===== config.mk =====
export PLATFORM = sky130hd
export DESIGN_NAME = min_loser_tree_flat
export DESIGN_NICKNAME = d
export VERILOG_FILES = /design/src/rtl/mlt_pkg.sv /design/src/rtl/mlt_if.sv /design/src/rtl/min_loser_tree.sv /design/src/rtl/mlt_ram.sv /design/src/flat_wrapper.sv
export VERILOG_INCLUDE_DIRS = /design/src /design/src/rtl
export SDC_FILE = /design/constraint.sdc
export NUM_CORES = 1
export LEC_CHECK = 0
export BUFFER_PORTS_ARGS = -buffer_cell sky130_fd_sc_hd__buf_2
export CORE_MARGIN = 3
export CORE_UTILIZATION = 38
export CTS_BUF_LIST = sky130_fd_sc_hd__clkbuf_8
export DETAILED_ROUTE_END_ITERATION = 8
export MAX_ROUTING_LAYER = met4
export PLACE_DENSITY_LB_ADDON = 0.12
export SYNTH_ARGS = -nofsm -noshare
export SYNTH_HDL_FRONTEND = slang
export SYNTH_SLANG_ARGS = --single-unit

===== constraint.sdc =====
create_clock -name clk -period 6.5 [get_ports clk]
set_input_delay 0.325 -clock clk [delete_from_list [all_inputs] [get_ports clk]]
set_output_delay 0.325 -clock clk [all_outputs]
set_load 0.1 [all_outputs]

===== src/rtl/assert_macros.svh =====
// Assertion macros shared by the RTL of the minimum loser tree.
// Defining ASSERT_OFF turns every check into an empty statement.
`ifndef ASSERT_MACROS_SVH
`define ASSERT_MACROS_SVH

`ifndef ASSERT_OFF

// Same-cycle implication, checked outside reset.
`define ASSERT_IMPLIES(label, clk, rst_n, ante, cons) \
  label: assert property (@(posedge clk) disable iff (!rst_n) (ante) |-> (cons)) \
    else $error("implication check failed");

// Next-cycle implication, checked outside reset.
`define ASSERT_NEXT(label, clk, rst_n, ante, cons) \
  label: assert property (@(posedge clk) disable iff (!rst_n) (ante) |=> (cons)) \
    else $error("next-cycle check failed");

`else

`define ASSERT_IMPLIES(label, clk, rst_n, ante, cons)
`define ASSERT_NEXT(label, clk, rst_n, ante, cons)

`endif

`endif


===== src/rtl/mlt_pkg.sv =====
// Package for the minimum loser tree: field widths, request kinds, constants.
// Used by the channel interfaces and by the top level; depends on nothing.
`default_nettype none

package mlt_pkg;

  localparam int LEAVES_DEF = 16;
  localparam int KIND_W     = 2;
  localparam int IDX_W      = 4;
  localparam int NODE_W     = 5;
  localparam int CNT_W      = 5;
  localparam int VALUE_W    = 32;
  localparam int RESET_COUNT = 16;

  localparam logic [VALUE_W-1:0] SENT_VALUE = {1'b1, {(VALUE_W-1){1'b0}}};

  typedef enum logic [KIND_W-1:0] {
    KIND_LOAD   = 2'd0,
    KIND_BUILD  = 2'd1,
    KIND_UPDATE = 2'd2
  } kind_t;

endpackage

`default_nettype wire


===== src/rtl/mlt_if.sv =====
// Request and result channel interfaces of the minimum loser tree.
// Depends on mlt_pkg for the field widths.
`default_nettype none

interface mlt_req_if;
  logic                          valid;
  logic                          ready;
  logic [mlt_pkg::KIND_W-1:0]    kind;
  logic [mlt_pkg::IDX_W-1:0]     leaf_index;
  logic signed [mlt_pkg::VALUE_W-1:0] leaf_value;

  modport source (output valid, kind, leaf_index, leaf_value, input ready);
  modport sink   (input valid, kind, leaf_index, leaf_value, output ready);
endinterface

interface mlt_rsp_if;
  logic                          valid;
  logic                          ready;
  logic [mlt_pkg::IDX_W-1:0]     node_position;
  logic [mlt_pkg::NODE_W-1:0]    node_leaf;
  logic signed [mlt_pkg::VALUE_W-1:0] node_value;
  logic                          last;

  modport source (output valid, node_position, node_leaf, node_value, last, input ready);
  modport sink   (input valid, node_position, node_leaf, node_value, last, output ready);
endinterface

`default_nettype wire


===== src/rtl/min_loser_tree.sv =====
// Minimum loser tree: leaf and node stores in two RAMs, one sequencer.
// Depends on mlt_pkg, the mlt_req_if / mlt_rsp_if interfaces, mlt_ram and
// assert_macros.svh.
//
//   channel   direction  handshake      payload
//   in_ch     in         valid/ready    kind, leaf_index, leaf_value
//   out_ch    out        valid/ready    node_position, node_leaf, node_value, last
//   cfg_*     in         cfg_we         cfg_wdata (leaf_count)
//
// One request at a time. A load writes the leaf RAM directly. An update is accepted,
// then climbs the tree one level at a time (node read, leaf read, compare and write),
// stores the winner and starts the report, then reports the nodes one by one.
// A build first clears n nodes, then climbs from every leaf, then reports like an
// update. The RAM reads are registered.
// A stalled result holds the report in place; a new request is taken as soon as the
// last result of the previous one sits in the output register. Reset is synchronous.
`default_nettype none
`include "assert_macros.svh"

module min_loser_tree #(
  parameter int LEAVES = mlt_pkg::LEAVES_DEF
) (
  input  wire logic                        clk,
  input  wire logic                        rst_n,
  input  wire logic                        cfg_we,
  input  wire logic [mlt_pkg::CNT_W-1:0]   cfg_wdata,
  mlt_req_if.sink                          in_ch,
  mlt_rsp_if.source                        out_ch
);

  import mlt_pkg::*;

  localparam int AW = (LEAVES > 1) ? $clog2(LEAVES) : 1;
  localparam int RST_N_INT = (RESET_COUNT > LEAVES) ? LEAVES : RESET_COUNT;
  localparam logic [NODE_W-1:0] RST_IDX = NODE_W'(RST_N_INT);

  typedef enum logic [3:0] {
    S_IDLE, S_SWEEP, S_BLEAF, S_BCAP, S_NRD, S_LRD, S_CMP,
    S_FIN, S_RSTART, S_RA, S_RB
  } state_t;

  state_t                     state_r;
  logic [CNT_W-1:0]           count_r;
  logic [CNT_W-1:0]           k_r;
  logic [NODE_W-1:0]          start_r;
  logic [NODE_W-1:0]          pos_r;
  logic [NODE_W-1:0]          cur_r;
  logic signed [VALUE_W-1:0]  cur_val_r;
  logic [NODE_W-1:0]          win_r;
  logic                       build_r;
  logic [NODE_W-1:0]          ent_r;
  logic                       ent_ok_r;
  logic                       nvld_r;
  logic [LEAVES-1:0]          nvld_bits_r;

  logic                       out_valid_r;
  logic [IDX_W-1:0]           out_pos_r;
  logic [NODE_W-1:0]          out_leaf_r;
  logic signed [VALUE_W-1:0]  out_value_r;
  logic                       out_last_r;

  logic [CNT_W-1:0]           n_eff;
  logic [CNT_W-1:0]           k_inc;
  logic                       in_fire;
  logic                       slot_free;
  logic [VALUE_W-1:0]         in_val;
  logic [NODE_W-1:0]          node_entry;
  logic                       entry_ok;
  logic signed [VALUE_W-1:0]  leaf_val;
  logic                       less;
  logic [NODE_W:0]            idx_sum;
  logic [NODE_W:0]            start_sum;
  logic [NODE_W-1:0]          pos_up;

  logic                       node_we, node_re;
  logic [AW-1:0]              node_waddr, node_raddr;
  logic [NODE_W-1:0]          node_wdata, node_rdata;
  logic                       leaf_we, leaf_re;
  logic [AW-1:0]              leaf_waddr, leaf_raddr;
  logic [VALUE_W-1:0]         leaf_wdata, leaf_rdata;
  logic [NODE_W-1:0]          leaf_rindex;

  // Effective leaf count: the register saturated into [2, LEAVES].
  always_comb begin
    n_eff = count_r;
    if (count_r < CNT_W'(2)) begin
      n_eff = CNT_W'(2);
    end else if (32'(count_r) > 32'(LEAVES)) begin
      n_eff = CNT_W'(LEAVES);
    end
  end

  assign k_inc     = k_r + CNT_W'(1);
  assign in_fire   = in_ch.valid && in_ch.ready;
  assign slot_free = !out_valid_r || out_ch.ready;
  assign in_val    = (in_ch.leaf_value == SENT_VALUE) ? (SENT_VALUE + VALUE_W'(1))
                                                      : in_ch.leaf_value;

  // A node never written since reset reads as the reset sentinel index.
  assign node_entry = nvld_r ? node_rdata : RST_IDX;
  assign entry_ok   = node_entry < n_eff;
  assign leaf_val   = ent_ok_r ? $signed(leaf_rdata) : $signed(SENT_VALUE);
  assign less       = leaf_val < cur_val_r;

  assign idx_sum   = {{(NODE_W+1-IDX_W){1'b0}}, in_ch.leaf_index} + {1'b0, n_eff};
  assign start_sum = {1'b0, start_r} + {1'b0, n_eff};
  assign pos_up    = pos_r >> 1;

  always_comb begin
    node_we     = 1'b0;
    node_waddr  = AW'(pos_r);
    node_wdata  = cur_r;
    node_re     = 1'b0;
    node_raddr  = AW'(pos_r);
    leaf_we     = 1'b0;
    leaf_waddr  = AW'(in_ch.leaf_index);
    leaf_wdata  = in_val;
    leaf_re     = 1'b0;
    leaf_rindex = start_r;
    case (state_r)
      S_IDLE: begin
        if (in_fire) begin
          if (in_ch.kind == KIND_LOAD) begin
            leaf_we = 32'(in_ch.leaf_index) < 32'(LEAVES);
          end else if (in_ch.kind == KIND_UPDATE) begin
            leaf_we = {1'b0, in_ch.leaf_index} < n_eff;
          end
        end
      end
      S_SWEEP: begin
        node_we    = 1'b1;
        node_waddr = AW'(k_r);
        node_wdata = n_eff;
      end
      S_BLEAF: begin
        leaf_re = 1'b1;
      end
      S_NRD: begin
        node_re = 1'b1;
      end
      S_LRD: begin
        leaf_re     = entry_ok;
        leaf_rindex = node_entry;
      end
      S_CMP: begin
        node_we = less;
      end
      S_FIN: begin
        node_we    = 1'b1;
        node_waddr = '0;
        node_wdata = win_r;
      end
      S_RSTART: begin
        node_re    = 1'b1;
        node_raddr = '0;
      end
      S_RA: begin
        leaf_re     = entry_ok;
        leaf_rindex = node_entry;
        // Fetch the next node while this one's leaf is read.
        node_re     = k_inc < n_eff;
        node_raddr  = AW'(k_inc);
      end
      default: begin
      end
    endcase
  end

  assign leaf_raddr = AW'(leaf_rindex);

  always_ff @(posedge clk) begin
    if (!rst_n) begin
      state_r     <= S_IDLE;
      count_r     <= CNT_W'(RESET_COUNT);
      nvld_bits_r <= '0;
      out_valid_r <= 1'b0;
    end else begin
      if (cfg_we) begin
        count_r <= cfg_wdata;
      end
      if (node_we) begin
        nvld_bits_r[node_waddr] <= 1'b1;
      end
      if (node_re) begin
        nvld_r <= nvld_bits_r[node_raddr];
      end
      // In S_RB the report step below decides the next output valid.
      if (out_valid_r && out_ch.ready && state_r != S_RB) begin
        out_valid_r <= 1'b0;
      end

      case (state_r)
        S_IDLE: begin
          if (in_fire) begin
            if (in_ch.kind == KIND_BUILD) begin
              k_r     <= '0;
              win_r   <= n_eff;
              build_r <= 1'b1;
              state_r <= S_SWEEP;
            end else if (in_ch.kind == KIND_UPDATE &&
                         {1'b0, in_ch.leaf_index} < n_eff) begin
              cur_r     <= NODE_W'(in_ch.leaf_index);
              win_r     <= NODE_W'(in_ch.leaf_index);
              cur_val_r <= $signed(in_val);
              pos_r     <= idx_sum[NODE_W:1];
              build_r   <= 1'b0;
              state_r   <= S_NRD;
            end
          end
        end
        S_SWEEP: begin
          k_r <= k_inc;
          if (k_inc == n_eff) begin
            start_r <= NODE_W'(n_eff - CNT_W'(1));
            state_r <= S_BLEAF;
          end
        end
        S_BLEAF: begin
          ent_ok_r <= 1'b1;
          state_r  <= S_BCAP;
        end
        S_BCAP: begin
          cur_r     <= start_r;
          cur_val_r <= leaf_val;
          pos_r     <= start_sum[NODE_W:1];
          state_r   <= S_NRD;
        end
        S_NRD: begin
          state_r <= S_LRD;
        end
        S_LRD: begin
          ent_r    <= node_entry;
          ent_ok_r <= entry_ok;
          state_r  <= S_CMP;
        end
        S_CMP: begin
          // A smaller node entry keeps the climber as loser and moves on up.
          if (less) begin
            win_r     <= ent_r;
            cur_r     <= ent_r;
            cur_val_r <= leaf_val;
          end
          pos_r <= pos_up;
          if (pos_up != '0) begin
            state_r <= S_NRD;
          end else if (build_r && start_r != '0) begin
            start_r <= start_r - NODE_W'(1);
            state_r <= S_BLEAF;
          end else begin
            state_r <= S_FIN;
          end
        end
        S_FIN: begin
          k_r     <= '0;
          state_r <= S_RSTART;
        end
        S_RSTART: begin
          state_r <= S_RA;
        end
        S_RA: begin
          ent_r    <= node_entry;
          ent_ok_r <= entry_ok;
          state_r  <= S_RB;
        end
        S_RB: begin
          if (slot_free) begin
            out_valid_r <= 1'b1;
            out_pos_r   <= k_r[IDX_W-1:0];
            out_leaf_r  <= ent_r;
            out_value_r <= leaf_val;
            out_last_r  <= k_inc == n_eff;
            k_r         <= k_inc;
            state_r     <= (k_inc == n_eff) ? S_IDLE : S_RA;
          end
        end
        default: begin
          state_r <= S_IDLE;
        end
      endcase
    end
  end

  assign in_ch.ready          = state_r == S_IDLE;
  assign out_ch.valid         = out_valid_r;
  assign out_ch.node_position = out_pos_r;
  assign out_ch.node_leaf     = out_leaf_r;
  assign out_ch.node_value    = out_value_r;
  assign out_ch.last          = out_last_r;

  mlt_ram #(.WIDTH(NODE_W), .DEPTH(LEAVES), .AW(AW)) u_node_ram (
    .clk   (clk),
    .we    (node_we),
    .waddr (node_waddr),
    .wdata (node_wdata),
    .re    (node_re),
    .raddr (node_raddr),
    .rdata (node_rdata)
  );

  mlt_ram #(.WIDTH(VALUE_W), .DEPTH(LEAVES), .AW(AW)) u_leaf_ram (
    .clk   (clk),
    .we    (leaf_we),
    .waddr (leaf_waddr),
    .wdata (leaf_wdata),
    .re    (leaf_re),
    .raddr (leaf_raddr),
    .rdata (leaf_rdata)
  );

  `ASSERT_IMPLIES(a_node_same_addr, clk, rst_n, node_we && node_re, node_waddr != node_raddr)
  `ASSERT_IMPLIES(a_climb_pos_range, clk, rst_n, state_r == S_NRD, pos_r != '0 && pos_r < n_eff)
  `ASSERT_IMPLIES(a_leaf_read_range, clk, rst_n, leaf_re, leaf_rindex < n_eff)
  `ASSERT_IMPLIES(a_report_index, clk, rst_n, state_r == S_RA || state_r == S_RB, k_r < n_eff)
  `ASSERT_NEXT(a_last_ends_report, clk, rst_n, state_r == S_RB && slot_free && k_inc == n_eff, state_r == S_IDLE && out_last_r)

endmodule

`default_nettype wire


===== src/rtl/mlt_ram.sv =====
// Generic single-write, single-read synchronous RAM with a registered read.
// No dependencies.
`default_nettype none

module mlt_ram #(
  parameter int WIDTH = 32,
  parameter int DEPTH = 16,
  parameter int AW    = (DEPTH > 1) ? $clog2(DEPTH) : 1
) (
  input  wire logic             clk,
  input  wire logic             we,
  input  wire logic [AW-1:0]    waddr,
  input  wire logic [WIDTH-1:0] wdata,
  input  wire logic             re,
  input  wire logic [AW-1:0]    raddr,
  output logic      [WIDTH-1:0] rdata
);

  logic [WIDTH-1:0] mem [DEPTH];

  always_ff @(posedge clk) begin
    if (we) begin
      mem[waddr] <= wdata;
    end
    if (re) begin
      rdata <= mem[raddr];
    end
  end

endmodule

`default_nettype wire


===== src/flat_wrapper.sv =====
// flat-port wrapper written by rule: the top's interface ports become plain ports
module min_loser_tree_flat import mlt_pkg::*;
#(
  parameter int LEAVES = mlt_pkg::LEAVES_DEF
)
  (clk, rst_n, cfg_we, cfg_wdata, in_ch_valid, in_ch_kind, in_ch_leaf_index, in_ch_leaf_value, in_ch_ready, out_ch_valid, out_ch_node_position, out_ch_node_leaf, out_ch_node_value, out_ch_last, out_ch_ready);
  mlt_req_if in_ch_i ();
  mlt_rsp_if out_ch_i ();
  input  wire logic clk;
  input  wire logic rst_n;
  input  wire logic cfg_we;
  input  wire logic [mlt_pkg::CNT_W-1:0] cfg_wdata;
  input wire logic [$bits(in_ch_i.valid)-1:0] in_ch_valid;
  input wire logic [$bits(in_ch_i.kind)-1:0] in_ch_kind;
  input wire logic [$bits(in_ch_i.leaf_index)-1:0] in_ch_leaf_index;
  input wire logic [$bits(in_ch_i.leaf_value)-1:0] in_ch_leaf_value;
  output wire logic [$bits(in_ch_i.ready)-1:0] in_ch_ready;
  output wire logic [$bits(out_ch_i.valid)-1:0] out_ch_valid;
  output wire logic [$bits(out_ch_i.node_position)-1:0] out_ch_node_position;
  output wire logic [$bits(out_ch_i.node_leaf)-1:0] out_ch_node_leaf;
  output wire logic [$bits(out_ch_i.node_value)-1:0] out_ch_node_value;
  output wire logic [$bits(out_ch_i.last)-1:0] out_ch_last;
  input wire logic [$bits(out_ch_i.ready)-1:0] out_ch_ready;
  assign in_ch_i.valid = in_ch_valid;
  assign in_ch_i.kind = in_ch_kind;
  assign in_ch_i.leaf_index = in_ch_leaf_index;
  assign in_ch_i.leaf_value = in_ch_leaf_value;
  assign in_ch_ready = in_ch_i.ready;
  assign out_ch_valid = out_ch_i.valid;
  assign out_ch_node_position = out_ch_i.node_position;
  assign out_ch_node_leaf = out_ch_i.node_leaf;
  assign out_ch_node_value = out_ch_i.node_value;
  assign out_ch_last = out_ch_i.last;
  assign out_ch_i.ready = out_ch_ready;
  min_loser_tree #(.LEAVES(LEAVES)) u_core (.clk(clk), .rst_n(rst_n), .cfg_we(cfg_we), .cfg_wdata(cfg_wdata), .in_ch(in_ch_i), .out_ch(out_ch_i));
endmodule

======== Yosys cells after proc, flatten, opt, wreduce, memory -nomap -nowiden ========
Memories as Yosys holds them, arrays and structs flattened. A register that Yosys moved wholly into a read port is not among the register bits.
Cells that the tools add are included.
W data, S select, Z words.
word-level totals
  flip-flop bits (word level) ............. 133
  RAM bits ................................ 592
  bits of input ports ..................... 48
  output and inout port bits .............. 44
  logic and storage cells ................. 155
  memories kept ........................... 2
operators by class
  add/subtract/negate cells ............... 5
  $lt $le $gt $ge ......................... 9
  eq/ne operators ......................... 25
  mux-type cells .......................... 63
  bitwise operators ....................... 1
  reduce and logical (&&, ||, !) cells .... 32
memories
  memory                 words  width  read ports  clocked after memory_dff  wr ports  RTL line       text
  u_core.u_leaf_ram.mem  16     32     1           1                         1         mlt_ram.sv:19  logic [WIDTH-1:0] mem [DEPTH];
  u_core.u_node_ram.mem  16     5      1           1                         1         mlt_ram.sv:19
operators with widths
  operator                number
  $mux W32                6
  $pmux W32 S3            1
  $mux W5                 18
  $pmux W4 S11            1
  $eq A32 B32 Y1 const B  1
  $lt A32 B32 Y1          1
  $mux W4                 8
  $pmux W5 S2             3
  $pmux W5 S3             2
  $pmux W5 S4             1
  $reduce_and A5 Y1       4
  $eq A4 B3 Y1 const B    4
  $or A16 B16 Y16         1
  $pmux W4 S2             2
  $mux W1                 14
  $eq A4 B4 Y1 const B    3
  $lt A4 B5 Y1 const B    2
  $lt A5 B5 Y1            2
  $ne A2 B2 Y1 const B    5
  $reduce_bool A5 Y1      2
  $sub A5 B1 Y5 const B   2
  $eq A4 B2 Y1 const B    2
  $ne A2 B1 Y1 const B    4
  $pmux W1 S2             4
  29 further kinds        42

======== Logic depth before layout (Yosys ltp) ========
Gate-level depths: netlist of the first run.
  depth in word-level cells ............... 10
  gate-level depth with buffers ........... 11
  mapped depth without buffers ............ 10

======== Modules after synthesis ========
A second synthesis of the first run with hierarchy kept.
second synthesis, totals
  cells, all modules ...................... 1734
  area total of the unflattened synthesis .. 31148.6 um^2
by module, submodules not included
  module                        times used  cells each  area each (um^2)  sequential area each (um^2)
  mlt_ram at u_core.u_leaf_ram  1           838         20155.6           16335.7
  min_loser_tree                1           741         7729.9            3733.6
  mlt_ram at u_core.u_node_ram  1           155         3263.1            2552.4

======== Worst setup path after synthesis of the first run ========
OpenSTA, ideal clock, no wires.
  kind .................................... flip-flop to flip-flop
  from .................................... register u_core.state_r[3]
  to ...................................... memory u_core.u_leaf_ram.mem[12][0] (enable)
  setup time .............................. 0.461 ns
  data arrival time ....................... 6.878 ns
  required time ........................... 6.039 ns
  path slack .............................. -0.839 ns
  stages on the path, launching flop included .. 9
  buffers on the path ..................... 2
  period minus slack after synthesis ...... 7.339 ns
  path through ............................ dfxtp_1 -> buf_2 -> buf_2 -> nor4_1 -> nand2_1 -> nor2_1 -> nand2_1 -> or3_1 -> nor3_1
on the way
  longest elaborated chain between the ends .. 6
ends and longest elaborated chain
  element                            RTL line               text
  start: declaration                 min_loser_tree.sv:42   state_t state_r;
  start signal: assignment           min_loser_tree.sv:273  state_r <= (k_inc == n_eff) ? S_IDLE : S_RA;
  $logic_not A4 Y1 (*)               min_loser_tree.sv:283  assign in_ch.ready = state_r == S_IDLE;
  named net in_ch_ready              flat_wrapper.sv:17     output wire logic [$bits(in_ch_i.ready)-1:0] in_ch_ready;
  $logic_and A1 B1 Y1                min_loser_tree.sv:94   assign in_fire = in_ch.valid && in_ch.ready;
  $mux W1                            min_loser_tree.sv:122  if (in_fire) begin
  $mux W1 (*)                        min_loser_tree.sv:120  case (state_r)
  $mux W1 (*)                        mlt_ram.sv:22          if (we) begin
  $mux W1 (not written as such) (*)  mlt_ram.sv:23          mem[waddr] <= wdata;
  end: declaration                   mlt_ram.sv:19
The timed path passes the listed nets; every way through them passes the cells marked *.

======== Worst setup path after layout of the first run ========
  from .................................... register u_core.ent_ok_r
  to ...................................... memory u_core.u_node_ram.mem[11][3] (netlist bit) (enable)
on the way
  longest elaborated chain between the ends .. 5
ends and longest elaborated chain
  element                        RTL line               text
  start: declaration             min_loser_tree.sv:52   logic ent_ok_r;
  start signal: assignment       min_loser_tree.sv:233  ent_ok_r <= entry_ok;
  start signal: assignment       min_loser_tree.sv:262  ent_ok_r <= entry_ok;
  $mux W32                       min_loser_tree.sv:102  assign leaf_val = ent_ok_r ? $signed(leaf_rdata) : $signed(SENT_VALUE);
  named net u_core.leaf_val[31]  min_loser_tree.sv:69   logic signed [VALUE_W-1:0] leaf_val;
  $lt A32 B32 Y1                 min_loser_tree.sv:103  assign less = leaf_val < cur_val_r;
  $pmux W1 S2                    min_loser_tree.sv:120
  $mux W1                        mlt_ram.sv:22
  $mux W1 (not written as such)  mlt_ram.sv:23
  end: declaration               mlt_ram.sv:19
The timed path passes the listed nets, and every way through them passes these cells.

==> qor.yml, run 1 <==
worstMarginPinSlew_ns: 1.18
synth-seq-area-share_pct: 69.7
drt-total-wl_um: 97600
dp_hpwl_um: 55500
cts-root-buf: "clkbuf_8"
area_delta_synth_final_pct: 14.0
drc: 0
fmax_mhz: 198
io_buffers: 91
firstDrtPassIters: 5
avgSynthCellArea_um2: 14.0
final_max_slew_viol_count: 0
yosys_warnings: 0
clockBufferDepth: 3
yosys.area.top_type: "edfxtp_1"
start_util_pct: 38.6
start_kind: "register"
synth.most_common_cell: "edfxtp_1"
synth_fp_nets: 2423
synthArstFlopShare_pct: 0
coreArea_mm2: 0.0841
setup_viol: 0
r2r-start: "u_core.ent_ok_r"
leakage_nw: 12.5
track_usage_pct: 22.4
finish.utilization_pct: 44.0
clock-sinks: 762
grt_first_pass_wirelength_um: 142000
num_vias: 20689
synth-seq-cells: 762
grt_overflow: 0
power_mw: 12.3
drv_cap: 0
row_count: 106
min_period_ns: 5.04
arrival_ns: 5.44
dieArea_mm2: 0.0890
syn_area_mm2: 0.0325
r2r_slack_ns: 1.46
die_h_um: 298
ios: 92
htree_levels: 4
fin_crit_sh_pct: 77.5
slew_headroom_pct: 21.4
clk_latency_ns: 0.78
grt_pass1_vias: 20825
postRouteAntennaNets: 0
skew_ns: 0.0364
tns_ns: 0
synth_edf_count: 736
worstPathRequired_ns: 6.90
drt-wirelength-per-cell_um: 26.4
crit_path_end_kind: "register"
numCtsBuffers: 135
hold_viol: 0
rsz0062_at_grt: "no"
antenna_found_initial: 3
clkTransAtPathRegs_ns: 0.06
drtIter0Drc: 1532
cts_tree: "built"
nNetsFinal: 2553
ys.flop_type: "edfxtp_1"
place_congestion: 0.844
worstHoldStart: "in_ch_leaf_index[3]"
yosys-top-cells-count: "edfxtp_1, nand2_1, clkbuf_1, a211oi_1, a311oi_1"
via_per_inst: 5.60
die_x_um: 298
status: "finished, final reports clean"
path_max_fanout: 32
min_path_type: "in2reg"
yosys-top-cells-area: "edfxtp_1, nand2_1, a311oi_1, a211oi_1, a21boi_0"
power_density_mw_per_mm2: 332
cts_resized: 0
grt_max_degree: 111
crit_type: "reg2reg"
netlist.area_leader.share_pct: 68.1
crit_path_start: "u_core.ent_ok_r"
drive_above_1_share_pct: 15.0
syn-instance-count: 2325
peakVddDrop_v: 0.000185
yosys.cell_types.count: 77
[stage by stage]
step / hold slack, ns / worst slack [ns] / area, um^2 / cells
after floorplan: 0.426 / 0.529 / 32500 / 2325
after global placement: 0.449 / 1.55 / 34200 / 3407
after detailed placement: 0.459 / 1.33 / 34200 / 3407
after CTS: 0.0320 / 1.31 / 37000 / 3690
after global routing: 0.0943 / 1.12 / 37000 / 3692
final: 0.0836 / 1.46 / 37000 / 3692
[flip-flops by register name, summed over array words and instances, names as in the netlist, 4 cells and up]
| signal | flops |
|---|---|
| u_core.k_r | 5 |
| u_core.state_r | 4 |
| u_core.u_node_ram.mem | 80 |
| u_core.u_leaf_ram.mem | 512 |
| u_core.cur_val_r | 32 |
| u_core.out_ch.node_value | 32 |
| u_core.out_ch.node_position | 4 |
| u_core.start_r | 5 |
| u_core.out_ch.node_leaf | 5 |
| u_core.nvld_bits_r | 16 |
| u_core.u_node_ram.rdata | 5 |
| u_core.count_r | 5 |
| u_core.ent_r | 5 |
| u_core.cur_r | 5 |
| u_core.pos_r | 5 |
| u_core.u_leaf_ram.rdata | 32 |
| u_core.win_r | 5 |
[routing by layer]
metal | routed length (um) | GRT usage [%] | vias to the layer above
met3 | 5180 | 3.68 | 162
li1 | - | - | 9306
met5 | 0 | - | -
met4 | 2430 | 6.88 | 0
met1 | 40800 | 27.6 | 10569
met2 | 49200 | 37.8 | 652
[path summary, 6_finish.rpt]
path / end / cells after the start
setup / recovery: u_core.u_node_ram.mem[11][3] / 8
hold / removal: u_core.win_r[3] / 3
setup reg to reg: u_core.u_node_ram.mem[11][3] / 8
hold reg to reg: u_core.nvld_bits_r[12] / 2
[cell families after synthesis]
kind of cell | after synthesis | synth area share, %
flops | 762 | 69.7
mux | 100 | 3.25
simple gates | 574 | 8.14
xor+xnor | 10 | 0.293
compound gates | 586 | 13.6
buf+inv | 243 | 3.09
fa+ha+maj | 50 | 1.95
[worst max-delay path, cell delays in order, from the launching register on]
cell and delay (ns):
edfxtp_1 1.06, nand2b_1 0.24, ha_1 0.38, nor3b_1 0.39, o211ai_1 0.18, a221oi_1 0.36, a22o_1 0.45, nand2_1 0.70
a21boi_0 0.88
[cell type report]
| class | instances | area [um^2] |
|---|---|---|
| Sequential cell | 762 | 22600 |
| Clock inverter | 99 | 453 |
| Timing Repair Buffer | 183 | 1280 |
| Tap cell | 1134 | 1420 |
| Antenna cell | 2 | 5.00 |
| Fill cell | 7619 | 47100 |
| Inverter | 53 | 199 |
| Clock buffer | 139 | 1910 |
| Multi-Input combinational cell | 1320 | 9110 |
[power by group]
part | leakage, nW | internal [mW] | switching [mW]
Combinational | 4.22 | 0.725 | 1.77
Sequential | 6.85 | 5.74 | 0.114
Clock | 1.41 | 1.99 | 1.96
Total | 12.5 | 8.45 | 3.85
[repair_timing]
| item | CTS | global route |
|---|---|---|
| setup buffers | 0 | 0 |
| endpoints found under the hold margin | 506 | 0 |
| hold buffers | 45 | 0 |
| setup endpoints to repair | 0 | 0 |
[cell usage in the layout (no fill, tap or decap), types with 17 or more instances in the layout]
cell type      instances
o21ai_0               34
buf_2                 91
clkbuf_8             139
edfxtp_1             736
buf_4                 45
a311oi_1             129
or4_1                 33
mux2_2                43
dfxtp_1               26
inv_1                108
a211oi_1             133
clkinv_1              25
o211ai_1              17
a21boi_0             118
mux2i_1               54
a21oi_1               40
and2_1                42
nor2_1                56
dlygate4sd3_1         45
nand2_1              337
ha_1                  49
o31ai_1               17
a21boi_1              18
(Power assumes the default switching activity.)
==> inputs of run 2 (changes only) <==
==> constraint.sdc (replaced) <==
create_clock -name clk -period 5.1 [get_ports clk]
set_input_delay 0.255 -clock clk [delete_from_list [all_inputs] [get_ports clk]]
set_output_delay 0.255 -clock clk [all_outputs]
set_load 0.1 [all_outputs]
==> run 2 against run 1 <==
- worst setup slack lost 0.43 ns
- via count is essentially flat
- sequential share of layout area shrank 0.59 points
- cell count grew 0.68%
- clock-buffer cell count fell by 1
- utilization increased by 0.43 points
- routed wire length is 4.0% lower
- non-clock buffer count up 25
- combinational power increased by 35%
- sequential power is 27% higher
- design area is 0.97% higher
- critical endpoint is now u_core.u_leaf_ram.mem[6][9]
==> qor.yml, run 2 (synthesized netlist as in run 1, its figures left out) <==
clock-sinks: 762  # unchanged
numCtsBuffers: 135  # unchanged
worstHoldStart: "in_ch_leaf_index[2]"
row_count: 106  # unchanged
die_h_um: 298  # unchanged
crit_path_end_kind: "register"
peakVddDrop_v: 0.000263  # +42%
most-common-layout-cells: "edfxtp_1, nand2_1, clkbuf_8, a211oi_1, a311oi_1"
power_density_mw_per_mm2: 428  # +29%
finish.utilization_pct: 44.4  # +0.43 points
dieArea_mm2: 0.0890  # unchanged
crit_buf_inv: 1  # +1
crit_chain: "inv_1, o21ai_1, ha_1, o21a_1, o41a_1, o311ai_1, nand2_1, or3_1, nor2_4"
ff_latch_area_mm2: 0.0226  # unchanged
setup_viol: 0  # unchanged
drt-total-wl_um: 93700  # -4.0%
fin_crit_sh_pct: 79.8  # +2.2 points
post_cts_buffers: 0  # unchanged
hold_end: "u_core.win_r[2]"
nFillCells: 7713  # +1.2%
worstMarginPinSlew_ns: 1.35  # +0.170 ns
grt_first_pass_wirelength_um: 138000  # -2.8%
status: "finished, final reports clean"
drc: 0  # unchanged
drtIter0Drc: 1892  # +23%
skew_ns: 0.0474  # +0.0110 ns
cts_resized: 0  # unchanged
cts-root-buf: "clkbuf_8"
num_vias: 20673  # -0.077%
reg2regPathDepth: 9  # +1
dp_hpwl_um: 60000  # +8.1%
path_delay_family: "simple AND/OR/NAND/NOR gates"
whs_path_depth: 3  # unchanged
arrival_ns: 4.45  # -0.99 ns
start_util_pct: 38.6  # unchanged
start_kind: "register"
max_stage_delay_ns: 0.92  # -0.14 ns
drive_above_1_share_pct: 15.9  # +0.90 points
firstDrtPassIters: 5  # unchanged
place_congestion: 0.839  # -0.62%
crit_type: "reg2reg"
clk_latency_ns: 0.78  # about the same
largest_register_ffs: 512  # unchanged
track_usage_pct: 21.4  # -0.99 points
cts_tree: "built"
drv_cap: 0  # unchanged
reg_top3: "u_core.u_leaf_ram.mem (512), u_core.u_node_ram.mem (80)"
clkTransAtPathRegs_ns: 0.06  # about the same
slew_headroom_pct: 9.96  # -11 points
via_per_inst: 5.56  # -0.75%
postRouteAntennaNets: 0  # unchanged
rsz0062_at_grt: "no"
hold_viol: 0  # unchanged
leakage_nw: 12.6  # +1.3%
grt_max_degree: 77  # -31%
multi_input_area_mm2: 0.00914  # +0.37%
ios: 92  # unchanged
io_buffers: 91  # unchanged
r2r_slack_ns: 1.03  # -0.43 ns
antenna_found_initial: 5  # +2
slowest_stage: "nor2_4"
min_path_type: "in2reg"
power_mw: 16.0  # +30%
grt_overflow: 0  # unchanged
clockBufferDepth: 3  # unchanged
final_common_cell: "edfxtp_1"
coreArea_mm2: 0.0841  # unchanged
fmax_mhz: 246  # +24%
r2r_end: "u_core.u_leaf_ram.mem[6][9]"
die_x_um: 298  # unchanged
path_max_fanout: 32  # unchanged
top_register: "u_core.u_leaf_ram.mem"
drt-wirelength-per-cell_um: 25.2  # -4.7%
htree_levels: 4  # unchanged
final_max_slew_viol_count: 0  # unchanged
min_period_ns: 4.07  # -0.971 ns
tns_ns: 0  # unchanged
nNetsFinal: 2578  # +0.98%
area_delta_synth_final_pct: 15.1
grt_pass1_vias: 20606  # -1.1%
worstPathRequired_ns: 5.48  # -1.42 ns
r2r-start: "u_core.count_r[4]"
## run 2: cell count changes in the layout (fill, tap and decap cells not counted), sizes merged
cell,before,now
clkinv,33,39
dlygate4sd3,45,46
clkinvlp,2,3
buf,138,162
bufinv,0,2
inv,117,109
clkbuf,139,138
## run 2: final cells by class
cell class | instances | share of cell area (%)
Antenna cell | 2 | 0.0134
Clock buffer | 138 | 5.08
Clock inverter | 100 | 1.41
Inverter | 53 | 0.532
Multi-Input combinational cell | 1320 | 24.5
Sequential cell | 762 | 60.5
Tap cell | 1134 | 3.80
Timing Repair Buffer | 208 | 4.15
## run 2: layer usage
| layer | up-vias | global-route usage, % | part of all wire (%) |
|---|---|---|---|
| met1 | 10538 | 29.4 | 45 |
| li1 | 9350 | - | - |
| met5 | - | - | 0 |
| met4 | 0 | 6.43 | 2.3 |
| met2 | 648 | 32.9 | 47 |
| met3 | 137 | 3.44 | 5.4 |
## run 2: worst max-delay path by stage
stage | startpoint | endpoint | slack (ns) | depth (start not counted)
floorplan | u_core.state_r[3] | u_core.u_leaf_ram.mem[15][0] | 0.74 | 8
finish | u_core.count_r[4] | u_core.u_leaf_ram.mem[6][9] | 1.03 | 9
CTS | u_core.count_r[4] | u_core.u_leaf_ram.mem[5][29] | 1.02 | 9
global placement | u_core.u_leaf_ram.rdata[31] | u_core.cur_val_r[6] | 1.13 | 9
detailed placement | u_core.ent_ok_r | u_core.cur_val_r[6] | 1.04 | 9
global route | u_core.count_r[4] | u_core.u_leaf_ram.mem[9][8] | 0.78 | 10
## run 2: worst register-to-register path, cell delays in order (launching register included)
cell and delay (ns):
dfxtp_1 0.45, inv_1 0.19, o21ai_1 0.36, ha_1 0.34
o21a_1 0.18, o41a_1 0.13, o311ai_1 0.26, nand2_1 0.23
or3_1 0.55, nor2_4 0.92
## run 2: timing repair
item | 4_1_cts | 5_1_grt
hold buffers | 46 | 0
endpoints found under the setup margin | 0 | 0
endpoints found under the hold margin | 517 | 0
## run 2: power by group
group          switching [mW]  internal, mW  leakage [nW]
sequential              0.127          7.31          6.85
clock                    2.56          2.64          1.41
combinational            2.35          1.01          4.38
total                    5.05          11.0          12.6
## run 2: metrics by stage
step	hold slack (ns)	setup WS [ns]	cell area (um^2)	instances
floorplan	0.381	0.738	32500	2325
global placement	0.446	1.13	34500	3431
detailed placement	0.440	1.04	34500	3431
CTS	0.00783	1.02	37400	3715
global route	0.0703	0.775	37400	3717
finish	0.0843	1.03	37400	3717
